<file path="config.mk">
export PLATFORM = sky130hd
export DESIGN_NAME = soft_clip_waveshaper_core
export DESIGN_NICKNAME = d
export VERILOG_FILES = /design/src/hdl/scw_pkg.sv /design/src/hdl/scw_div_cell.sv /design/src/hdl/scw_front.sv /design/src/hdl/scw_out.sv /design/src/hdl/soft_clip_waveshaper_core.sv
export SDC_FILE = /design/constraint.sdc
export NUM_CORES = 2
export LEC_CHECK = 0
export BUFFER_PORTS_ARGS = -buffer_cell sky130_fd_sc_hd__buf_4
export CORE_ASPECT_RATIO = 0.5
export CORE_MARGIN = 1
export CORE_UTILIZATION = 25
export CTS_CLUSTER_DIAMETER = 120
export DETAILED_ROUTE_END_ITERATION = 16
export HOLD_SLACK_MARGIN = 0.05
export PLACE_DENSITY = 0.39
export SLEW_MARGIN = 20
export SYNTH_ARGS = -nofsm -noshare
export SYNTH_HDL_FRONTEND = slang
export SYNTH_SLANG_ARGS = --single-unit
</file>
<file path="constraint.sdc">
create_clock -name clock -period 8.4 [get_ports clock]
set_input_delay 1.68 -clock clock [delete_from_list [all_inputs] [get_ports clock]]
set_output_delay 1.68 -clock clock [all_outputs]
set_load 0.02 [all_outputs]
</file>
<file path="src/hdl/scw_pkg.sv">
package scw_pkg;

   typedef enum logic [1:0] {
      SHAPE_TANH   = 2'd0,
      SHAPE_CUBIC  = 2'd1,
      SHAPE_HARD   = 2'd2,
      SHAPE_BYPASS = 2'd3
   } shape_type;

   // Per-item control that rides along the pipeline.
   typedef struct packed {
      logic      neg;
      shape_type mode;
   } tag_type;

   localparam int TANH_NUM_K = 27;
   localparam int TANH_DEN_K = 9;
   localparam int TANH_LIMIT = 3;
   localparam int CUBE_DIV   = 3;

endpackage

</file>
<file path="src/hdl/scw_div_cell.sv">
module scw_div_cell #(
   parameter int FRAC_BITS   = 12,
   parameter int SAMPLE_BITS = 16,
   parameter int SHIFT       = 0
) (
   input  logic                                   clock,
   input  logic                                   reset,
   input  logic                                   in_valid,
   output logic                                   in_ready,
   input  scw_pkg::tag_type                       in_tag,
   input  logic [2*FRAC_BITS+6:0]                 in_rem,
   input  logic [FRAC_BITS+6:0]                   in_den,
   input  logic [FRAC_BITS+1:0]                   in_quo,
   input  logic [((SAMPLE_BITS > FRAC_BITS+2) ? SAMPLE_BITS : FRAC_BITS+2)-1:0] in_aux,
   output logic                                   out_valid,
   input  logic                                   out_ready,
   output scw_pkg::tag_type                       out_tag,
   output logic [2*FRAC_BITS+6:0]                 out_rem,
   output logic [FRAC_BITS+6:0]                   out_den,
   output logic [FRAC_BITS+1:0]                   out_quo,
   output logic [((SAMPLE_BITS > FRAC_BITS+2) ? SAMPLE_BITS : FRAC_BITS+2)-1:0] out_aux
);
   import scw_pkg::*;

   localparam int DW = FRAC_BITS + 7;
   localparam int NW = 2*FRAC_BITS + 7;
   localparam int QW = FRAC_BITS + 2;
   localparam int AW = (SAMPLE_BITS > FRAC_BITS+2) ? SAMPLE_BITS : FRAC_BITS+2;

   logic          valid_ff, valid_in;
   tag_type       tag_ff;
   logic [NW-1:0] rem_ff, rem_in;
   logic [DW-1:0] den_ff;
   logic [QW-1:0] quo_ff, quo_in;
   logic [AW-1:0] aux_ff;
   logic [NW:0]   den_sh;
   logic          take;

   // One restoring step: try the shifted divisor against the remainder.
   assign den_sh = {{(NW+1-DW){1'b0}}, in_den} << SHIFT;
   assign take   = ({1'b0, in_rem} >= den_sh);
   assign rem_in = take ? (in_rem - den_sh[NW-1:0]) : in_rem;
   assign quo_in = {in_quo[QW-2:0], take};

   assign in_ready = !valid_ff || out_ready;

   always_comb begin
      valid_in = in_ready ? in_valid : valid_ff;
   end

   always_ff @(posedge clock) begin
      if (reset) begin
         valid_ff <= 1'b0;
      end else begin
         valid_ff <= valid_in;
      end
   end

   always_ff @(posedge clock) begin
      if (in_ready) begin
         tag_ff <= in_tag;
         rem_ff <= rem_in;
         den_ff <= in_den;
         quo_ff <= quo_in;
         aux_ff <= in_aux;
      end
   end

   assign out_valid = valid_ff;
   assign out_tag   = tag_ff;
   assign out_rem   = rem_ff;
   assign out_den   = den_ff;
   assign out_quo   = quo_ff;
   assign out_aux   = aux_ff;

endmodule

</file>
<file path="src/hdl/scw_front.sv">
module scw_front #(
   parameter int FRAC_BITS   = 12,
   parameter int SAMPLE_BITS = 16
) (
   input  logic                                   clock,
   input  logic                                   reset,
   input  scw_pkg::shape_type                     mode,
   input  logic                                   in_valid,
   output logic                                   in_ready,
   input  logic [SAMPLE_BITS-1:0]                 in_sample,
   output logic                                   out_valid,
   input  logic                                   out_ready,
   output scw_pkg::tag_type                       out_tag,
   output logic [2*FRAC_BITS+6:0]                 out_rem,
   output logic [FRAC_BITS+6:0]                   out_den,
   output logic [((SAMPLE_BITS > FRAC_BITS+2) ? SAMPLE_BITS : FRAC_BITS+2)-1:0] out_aux
);
   import scw_pkg::*;

   localparam int F    = FRAC_BITS;
   localparam int S    = SAMPLE_BITS;
   localparam int MW   = F + 2;
   localparam int SQW  = F + 4;
   localparam int TW   = F + 6;
   localparam int DW   = F + 7;
   localparam int NW   = 2*F + 7;
   localparam int CW   = F + 1;
   localparam int KW   = F + 2;
   localparam int AW   = (S > F+2) ? S : F+2;
   localparam int LW   = (S > F+2) ? S : F+2;
   localparam int PW2  = 2*MW;
   localparam int PW3  = SQW + MW;
   localparam int PW4  = MW + TW;
   localparam int PW4C = CW + KW;
   localparam int NST  = 5;

   localparam logic [LW-1:0]   ONE_L    = LW'(1) << F;
   localparam logic [LW-1:0]   LIM3_L   = LW'(TANH_LIMIT) << F;
   localparam logic [PW2-1:0]  HALF_2   = PW2'(1) << (F-1);
   localparam logic [PW3-1:0]  HALF_3   = PW3'(1) << (F-1);
   localparam logic [PW4-1:0]  HALF_4   = PW4'(1) << (F-1);
   localparam logic [TW-1:0]   K27_T    = TW'(TANH_NUM_K) << F;
   localparam logic [DW-1:0]   K27_D    = DW'(TANH_NUM_K) << F;
   localparam logic [KW-1:0]   RECIP3   = KW'((64'd1 << (FRAC_BITS+3)) / CUBE_DIV);

   logic [NST-1:0] vld_ff, vld_in, adv;

   // stage 1: magnitude and clamp
   logic [S-1:0]   mag_c;
   logic [LW-1:0]  mag_l, lim_l, clamp_l;
   tag_type        tag1_ff, tag1_in;
   logic [MW-1:0]  m1_ff, m1_in;
   logic [S-1:0]   mag1_ff;
   // stage 2: square
   logic [PW2-1:0] p2;
   tag_type        tag2_ff;
   logic [MW-1:0]  m2_ff;
   logic [S-1:0]   mag2_ff;
   logic [SQW-1:0] sq2_ff, sq2_in;
   // stage 3: tanh sum, denominator, cube
   logic [PW3-1:0] p3;
   tag_type        tag3_ff;
   logic [MW-1:0]  m3_ff;
   logic [S-1:0]   mag3_ff;
   logic [TW-1:0]  t3_ff, t3_in;
   logic [DW-1:0]  den3_ff, den3_in;
   logic [CW-1:0]  cube3_ff, cube3_in;
   // stage 4: numerator, reciprocal product for the divide by three
   logic [PW4-1:0]  p4;
   tag_type         tag4_ff;
   logic [MW-1:0]   m4_ff;
   logic [S-1:0]    mag4_ff;
   logic [DW-1:0]   num4_ff, num4_in;
   logic [DW-1:0]   den4_ff;
   logic [CW-1:0]   cube4_ff;
   logic [PW4C-1:0] cp4_ff, cp4_in;
   // stage 5: exact third, side result, dividend
   logic [F-1:0]   q0, cq;
   logic [CW-1:0]  trip, resid;
   logic [MW-1:0]  cub;
   tag_type        tag5_ff;
   logic [NW-1:0]  rem5_ff, rem5_in;
   logic [DW-1:0]  den5_ff;
   logic [AW-1:0]  aux5_ff, aux5_in;

   always_comb begin
      adv[NST-1] = !vld_ff[NST-1] || out_ready;
      for (int k = NST-2; k >= 0; k--) begin
         adv[k] = !vld_ff[k] || adv[k+1];
      end
      vld_in[0] = adv[0] ? in_valid : vld_ff[0];
      for (int k = 1; k < NST; k++) begin
         vld_in[k] = adv[k] ? vld_ff[k-1] : vld_ff[k];
      end
   end

   always_ff @(posedge clock) begin
      if (reset) begin
         vld_ff <= '0;
      end else begin
         vld_ff <= vld_in;
      end
   end

   assign in_ready = adv[0];

   // stage 1
   always_comb begin
      mag_c        = in_sample[S-1] ? (~in_sample + S'(1)) : in_sample;
      mag_l        = LW'(mag_c);
      lim_l        = (mode == SHAPE_TANH) ? LIM3_L : ONE_L;
      clamp_l      = (mag_l > lim_l) ? lim_l : mag_l;
      m1_in        = clamp_l[MW-1:0];
      tag1_in.neg  = in_sample[S-1];
      tag1_in.mode = mode;
   end

   // stage 2
   assign p2     = {{MW{1'b0}}, m1_ff} * {{MW{1'b0}}, m1_ff} + HALF_2;
   assign sq2_in = p2[F+SQW-1:F];

   // stage 3
   assign p3       = {{MW{1'b0}}, sq2_ff} * {{SQW{1'b0}}, m2_ff} + HALF_3;
   assign cube3_in = p3[F+CW-1:F];
   assign t3_in    = K27_T + TW'(sq2_ff);
   assign den3_in  = K27_D + DW'(TANH_DEN_K) * DW'(sq2_ff);

   // stage 4
   assign p4      = {{TW{1'b0}}, m3_ff} * {{MW{1'b0}}, t3_ff} + HALF_4;
   assign num4_in = p4[F+DW-1:F];
   assign cp4_in  = {{KW{1'b0}}, cube3_ff} * {{CW{1'b0}}, RECIP3};

   // stage 5: reciprocal estimate is low by at most one, so fix it with one compare
   always_comb begin
      q0    = cp4_ff[PW4C-1:F+3];
      trip  = CW'(CUBE_DIV) * CW'(q0);
      resid = cube4_ff - trip;
      cq    = q0 + F'(resid >= CW'(CUBE_DIV));
      cub   = m4_ff - MW'(cq);
      unique case (tag4_ff.mode)
         SHAPE_TANH:   aux5_in = '0;
         SHAPE_CUBIC:  aux5_in = AW'(cub);
         SHAPE_HARD:   aux5_in = AW'(m4_ff);
         SHAPE_BYPASS: aux5_in = AW'(mag4_ff);
      endcase
      rem5_in = {num4_ff, {F{1'b0}}};
   end

   always_ff @(posedge clock) begin
      if (adv[0]) begin
         tag1_ff <= tag1_in;
         m1_ff   <= m1_in;
         mag1_ff <= mag_c;
      end
      if (adv[1]) begin
         tag2_ff <= tag1_ff;
         m2_ff   <= m1_ff;
         mag2_ff <= mag1_ff;
         sq2_ff  <= sq2_in;
      end
      if (adv[2]) begin
         tag3_ff  <= tag2_ff;
         m3_ff    <= m2_ff;
         mag3_ff  <= mag2_ff;
         t3_ff    <= t3_in;
         den3_ff  <= den3_in;
         cube3_ff <= cube3_in;
      end
      if (adv[3]) begin
         tag4_ff  <= tag3_ff;
         m4_ff    <= m3_ff;
         mag4_ff  <= mag3_ff;
         num4_ff  <= num4_in;
         den4_ff  <= den3_ff;
         cube4_ff <= cube3_ff;
         cp4_ff   <= cp4_in;
      end
      if (adv[4]) begin
         tag5_ff <= tag4_ff;
         rem5_ff <= rem5_in;
         den5_ff <= den4_ff;
         aux5_ff <= aux5_in;
      end
   end

   assign out_valid = vld_ff[NST-1];
   assign out_tag   = tag5_ff;
   assign out_rem   = rem5_ff;
   assign out_den   = den5_ff;
   assign out_aux   = aux5_ff;

endmodule

</file>
<file path="src/hdl/scw_out.sv">
module scw_out #(
   parameter int FRAC_BITS   = 12,
   parameter int SAMPLE_BITS = 16
) (
   input  logic                                   clock,
   input  logic                                   reset,
   input  logic                                   in_valid,
   output logic                                   in_ready,
   input  scw_pkg::tag_type                       in_tag,
   input  logic [FRAC_BITS+1:0]                   in_quo,
   input  logic [((SAMPLE_BITS > FRAC_BITS+2) ? SAMPLE_BITS : FRAC_BITS+2)-1:0] in_aux,
   output logic                                   rsp_valid,
   input  logic                                   rsp_ready,
   output logic [SAMPLE_BITS-1:0]                 rsp_sample
);
   import scw_pkg::*;

   localparam int S  = SAMPLE_BITS;
   localparam int AW = (S > FRAC_BITS+2) ? S : FRAC_BITS+2;

   localparam logic [AW-1:0] NEG_LIM = AW'(1) << (S-1);
   localparam logic [AW-1:0] POS_MAX = NEG_LIM - AW'(1);
   localparam logic [S-1:0]  OUT_MAX = {1'b0, {(S-1){1'b1}}};
   localparam logic [S-1:0]  OUT_MIN = {1'b1, {(S-1){1'b0}}};

   logic          valid_ff, valid_in;
   logic [S-1:0]  out_ff, out_in;
   logic [AW-1:0] mag, mag_neg;

   // Put the sign back and saturate to the sample range.
   always_comb begin
      mag     = (in_tag.mode == SHAPE_TANH) ? AW'(in_quo) : in_aux;
      mag_neg = ~mag + AW'(1);
      if (in_tag.neg) begin
         out_in = (mag > NEG_LIM) ? OUT_MIN : mag_neg[S-1:0];
      end else begin
         out_in = (mag > POS_MAX) ? OUT_MAX : mag[S-1:0];
      end
   end

   assign in_ready = !valid_ff || rsp_ready;

   always_comb begin
      valid_in = in_ready ? in_valid : valid_ff;
   end

   always_ff @(posedge clock) begin
      if (reset) begin
         valid_ff <= 1'b0;
      end else begin
         valid_ff <= valid_in;
      end
   end

   always_ff @(posedge clock) begin
      if (in_ready) begin
         out_ff <= out_in;
      end
   end

   assign rsp_valid  = valid_ff;
   assign rsp_sample = out_ff;

endmodule

</file>
<file path="src/hdl/soft_clip_waveshaper_core.sv">
// Soft-clip waveshaper: one signed fixed-point sample in, one shaped sample out.
// Input channel req_valid/req_ready carries req_sample_in; result channel
// rsp_valid/rsp_ready carries rsp_sample_out. Both use a plain valid/ready
// handshake; an item moves on an edge where valid and ready are both high.
// The shape comes from csr_wr_data, stored on an edge with csr_wr_en high;
// write it only while no item is in flight.
// Pipeline: five front stages (magnitude and clamp, square, sums and cube,
// numerator, third), one divider cell per quotient bit (FRAC_BITS + 2
// cells), and the sign/saturate output register.
// Throughput: one item per cycle when not stalled; the divider chain is fully
// pipelined and every mode travels the same path, so results leave in order.
// Stall: each stage holds its item while the stage ahead is full and not
// moving; bubbles collapse, so the input keeps taking items while a
// finished result waits at the output as long as some stage is empty.
// Reset: synchronous; clears every stage valid and sets the shape to the
// rational tanh curve. No clearing pass, the block is ready right after.
module soft_clip_waveshaper_core #(
   parameter int FRAC_BITS   = 12,
   parameter int SAMPLE_BITS = 16
) (
   input  logic                          clock,
   input  logic                          reset,
   input  logic                          req_valid,
   output logic                          req_ready,
   input  logic signed [SAMPLE_BITS-1:0] req_sample_in,
   output logic                          rsp_valid,
   input  logic                          rsp_ready,
   output logic signed [SAMPLE_BITS-1:0] rsp_sample_out,
   input  logic                          csr_wr_en,
   input  logic [1:0]                    csr_wr_data
);
   import scw_pkg::*;

   localparam int DW = FRAC_BITS + 7;
   localparam int NW = 2*FRAC_BITS + 7;
   localparam int QW = FRAC_BITS + 2;
   localparam int AW = (SAMPLE_BITS > FRAC_BITS+2) ? SAMPLE_BITS : FRAC_BITS+2;

   // Shape register: the user must write it only between items; not enforced here.
   shape_type csr_mode_ff, csr_mode_in;

   assign csr_mode_in = csr_wr_en ? shape_type'(csr_wr_data) : csr_mode_ff;

   always_ff @(posedge clock) begin
      if (reset) begin
         csr_mode_ff <= SHAPE_TANH;
      end else begin
         csr_mode_ff <= csr_mode_in;
      end
   end

   // Links between front, divider cells and output stage. Index i feeds cell i.
   logic          vld_c [0:QW];
   logic          rdy_c [0:QW];
   tag_type       tag_c [0:QW];
   logic [NW-1:0] rem_c [0:QW-1];
   logic [DW-1:0] den_c [0:QW-1];
   logic [QW-1:0] quo_c [0:QW];
   logic [AW-1:0] aux_c [0:QW];
   logic [SAMPLE_BITS-1:0] rsp_sample;

   // Front: magnitude, clamp, square, numerator and denominator of the tanh
   // curve, and the cubic, hard-clip or bypass magnitude as a side result.
   scw_front #(
      .FRAC_BITS   (FRAC_BITS),
      .SAMPLE_BITS (SAMPLE_BITS)
   ) u_front (
      .clock     (clock),
      .reset     (reset),
      .mode      (csr_mode_ff),
      .in_valid  (req_valid),
      .in_ready  (req_ready),
      .in_sample (req_sample_in),
      .out_valid (vld_c[0]),
      .out_ready (rdy_c[0]),
      .out_tag   (tag_c[0]),
      .out_rem   (rem_c[0]),
      .out_den   (den_c[0]),
      .out_aux   (aux_c[0])
   );

   // Start every quotient at zero; each cell shifts in one bit, MSB first.
   assign quo_c[0] = '0;

   for (genvar i = 0; i < QW; i++) begin : g_cell
      if (i < QW-1) begin : g_mid
         scw_div_cell #(
            .FRAC_BITS   (FRAC_BITS),
            .SAMPLE_BITS (SAMPLE_BITS),
            .SHIFT       (QW-1-i)
         ) u_cell (
            .clock     (clock),
            .reset     (reset),
            .in_valid  (vld_c[i]),
            .in_ready  (rdy_c[i]),
            .in_tag    (tag_c[i]),
            .in_rem    (rem_c[i]),
            .in_den    (den_c[i]),
            .in_quo    (quo_c[i]),
            .in_aux    (aux_c[i]),
            .out_valid (vld_c[i+1]),
            .out_ready (rdy_c[i+1]),
            .out_tag   (tag_c[i+1]),
            .out_rem   (rem_c[i+1]),
            .out_den   (den_c[i+1]),
            .out_quo   (quo_c[i+1]),
            .out_aux   (aux_c[i+1])
         );
      end else begin : g_last
         // Last quotient bit: the remainder and divisor stop here.
         scw_div_cell #(
            .FRAC_BITS   (FRAC_BITS),
            .SAMPLE_BITS (SAMPLE_BITS),
            .SHIFT       (QW-1-i)
         ) u_cell (
            .clock     (clock),
            .reset     (reset),
            .in_valid  (vld_c[i]),
            .in_ready  (rdy_c[i]),
            .in_tag    (tag_c[i]),
            .in_rem    (rem_c[i]),
            .in_den    (den_c[i]),
            .in_quo    (quo_c[i]),
            .in_aux    (aux_c[i]),
            .out_valid (vld_c[i+1]),
            .out_ready (rdy_c[i+1]),
            .out_tag   (tag_c[i+1]),
            .out_rem   (),
            .out_den   (),
            .out_quo   (quo_c[i+1]),
            .out_aux   (aux_c[i+1])
         );
      end
   end

   // Output register: pick quotient or side result, restore sign, saturate.
   scw_out #(
      .FRAC_BITS   (FRAC_BITS),
      .SAMPLE_BITS (SAMPLE_BITS)
   ) u_out (
      .clock      (clock),
      .reset      (reset),
      .in_valid   (vld_c[QW]),
      .in_ready   (rdy_c[QW]),
      .in_tag     (tag_c[QW]),
      .in_quo     (quo_c[QW]),
      .in_aux     (aux_c[QW]),
      .rsp_valid  (rsp_valid),
      .rsp_ready  (rsp_ready),
      .rsp_sample (rsp_sample)
   );

   assign rsp_sample_out = rsp_sample;

endmodule

</file>
==> metrics.md <==
| Metric | Value |
|---|---|
| Outcome | `completed` |
| Post-CTS Setup Bufs | `0` |
| Vias in the first global route | `49.7k` |
| Most common cell after layout, fill and taps aside | `edfxtp_1` |
| Critical path, cell by cell | `buf_4, nor2b_2, inv_1, nor3_2, and2_2, clkinvlp_4, nor2_1, and2_2, nand3_4, nor2_4, inv_4, nor2_4, nand4_1, buf_4` |
| Crit path capture type | `output port` |
| Finished layout cell area | `91400 sq um` |
| Startpoint types | `input port` |
| Largest family of logic cells by synthesized area | `adder cells` |
| Setup CP Type | `in2out` |
| Netlist cell types | `106` |
| Clk buf depth | `4` |
| Worst-Skew Late Latency | `0.82 ns` |
| Initial cell density of the core | `25.2%` |
| Compound-Gate Fraction of Synth Area | `7.98%` |
| H-tree depth | `4` |
| Least-Margin Pin Slew | `1.05 ns` |
| Clock tree sinks | `1284` |
| DRC errors left | `0` |
| Worst-path maximum fanout | `60` |
| Share of cells above drive strength 1 | `6.64%` |
| Vias | `47.6k` |
| Cell Area, Placed | `86700 sq um` |
| Syn_nets | `8041` |
| Worst Skew | `0.0610 ns` |
| Die ar. | `328000 sq um` |
| Routed wire length | `189000 um` |
| Simple-gate area share of the yosys netlist | `10.3%` |
| Post-Synthesis Cells | `6808` |
| Final net count | `8112` |
| Post-Synth Adder-Cell Area | `23.6%` |
| Wire length per cell | `16.8 um` |
| Post-synthesis mux area share | `2.01%` |
| Max_cap viols | `0` |
| Boundary Pins | `41` |
| Final Critical Period | `7.16 ns` |
| Mean post-synth cell area | `11.9 sq um` |
| Unrepaired setup endpoints after global routing | `false` |
| Synth Area in XOR/XNOR | `3.91%` |
| Hpwl dp | `146000 um` |
| DR vias/cell | `4.22` |
| Die H | `405 um` |
| Post-cts gate resize count | `0` |
| Largest net degree at the start of global routing | `71` |
| Async S/R FF share, synth | `0%` |
| Root Buffer | `clkbuf_16` |
| Initial DRC Count | `2432` |
| Layout area overhead | `12.3%` |
| Chip Width | `809 um` |
| Req. time, crit path | `6.72 ns` |
| TritonRoute pass-1 iters | `5` |
| Setup TNS | `0 ns` |
| Slowest stage delay, CP | `0.40 ns` |
| Final number of setup-violating endpoints | `0` |
| Hold Crit Class | `reg2reg` |
| Syn. warnings | `0` |
| Most frequent cells in the layout | `edfxtp_1, inv_1, ha_1` |
| Slew Viols, Final | `0` |
| Core footprint | `322000 sq um` |
| Routed Antenna Nets | `0` |
| Fillers | `33.2k` |
| CTS tree | `built` |
| Initial antenna violation count | `10` |
| Synth Flop Type | `edfxtp_1` |
| Achievable Freq | `140 MHz` |
| Yosys reg bits | `1284` |
| Hold_buf cts | `0` |
| GRT overflow | `0` |
| Crit-path slowest cell | `nand4_1` |
| Final Util | `28.4%` |
| Input/output buffers | `40` |
| Gr usage total | `11.4%` |
| CP Data Arrival Time | `5.48 ns` |
| Slew HR | `29.7%` |
| Post-synthesis instance area | `81300 sq um` |
| Post-synth EDFFs | `1262` |
| CTS Buf Count | `145` |
| Final Hold Viols | `0` |
| Std-Cell Rows | `147` |
| First-pass GRT wire length | `293000 um` |
| Seq/Total Area, Yosys | `47.1%` |
| Period utilisation layout | `85.2%` |
| Clk slew on worst S/H paths | `0.06 ns` |
| GP Congestion | `0.824` |
logic make-up after synthesis:
| group | count (synthesis) |
|---|---|
| compound gates | 1011 |
| xor+xnor | 363 |
| fa+ha+maj | 1210 |
| buf+inv | 1097 |
| flops | 1284 |
| mux | 150 |
| simple gates | 1693 |
worst paths after layout:
| kind | startpoint | cells after the start | slack [ns] | to |
|---|---|---|---|---|
| setup / recovery | rsp_ready | 14 | 1.24 | req_ready |
| hold / removal | g_cell[3].g_mid.u_cell.out_aux[1] | 0 | 0.40 | g_cell[4].g_mid.u_cell.out_aux[1] |
| setup reg to reg | u_front.sq2_ff[11] | 20 | 1.63 | u_front.cube3_ff[11] |
| hold reg to reg | g_cell[3].g_mid.u_cell.out_aux[1] | 0 | 0.40 | g_cell[4].g_mid.u_cell.out_aux[1] |
synth_stat cells (all sizes together), types with 51 or more instances:
cell type | count | area, sq um
xor2 | 131 | 1150
nor2 | 344 | 1310
and2 | 269 | 1690
o21ai | 224 | 1150
edfxtp | 1262 | 37900
nand3 | 95 | 480
xnor2 | 232 | 2030
nand2b | 55 | 344
nor3 | 108 | 561
inv | 948 | 3560
mux2 | 106 | 1200
nand2 | 535 | 2020
clkbuf | 123 | 463
ha | 674 | 8430
nor2b | 82 | 516
a21o | 124 | 931
o21a | 51 | 383
a21oi | 329 | 1670
fa | 536 | 10700
flip-flops by register name, summed over array words and instances (netlist names), 19 cells and up:
register and flops:
g_cell.g_mid.u_cell.out_rem 313, g_cell.g_mid.u_cell.out_quo 91, g_cell.g_mid.u_cell.out_den 247, g_cell.g_mid.u_cell.out_aux 208, u_front.den3_ff 19, u_front.out_den 19, g_cell.g_mid.u_cell.out_tag 39, u_front.out_rem 19
u_front.num4_ff 19, u_front.den4_ff 19
layout make-up:
class                   instances  area, sq um  share of cell area, %
clock inverters                67          712                  0.779
diodes                          2         5.00                0.00548
multi-input cells            4427        38900                   42.6
clock buffers                 177         3880                   4.25
well taps                    4321         5410                   5.92
flip-flops and latches       1284        38300                   42.0
inverters                     948         3570                   3.91
repair buffers                 73          552                  0.604
stage by stage:
| step | hold WS, ns | std cells | worst slack, ns |
|---|---|---|---|
| after global routing | 0.411 | 11300 | 0.835 |
| after detailed placement | 0.405 | 11100 | 1.03 |
| after global placement | 0.401 | 11100 | 1.06 |
| final | 0.404 | 11300 | 1.24 |
| after floorplan | 0.400 | 6808 | 0.140 |
| after CTS | 0.412 | 11300 | 1.02 |
worst max-delay path: cells and delay by family:
family	cells	cell delay [ns]
and+or+nand+nor	9	2.57
buffers and inverters	5	1.18
metal layers:
metal	wire length (um)	vias up	GRT usage [%]	part of all wire, %
met5	27	-	0	0.014
met4	4860	4	2.93	2.6
met3	5300	258	1.63	2.8
met2	89400	491	19.5	47
met1	89800	23200	15.2	47
li1	-	23700	-	-
Power is not shown: default switching activity piles up to over one toggle a cycle in this logic, so the estimate is an artifact.
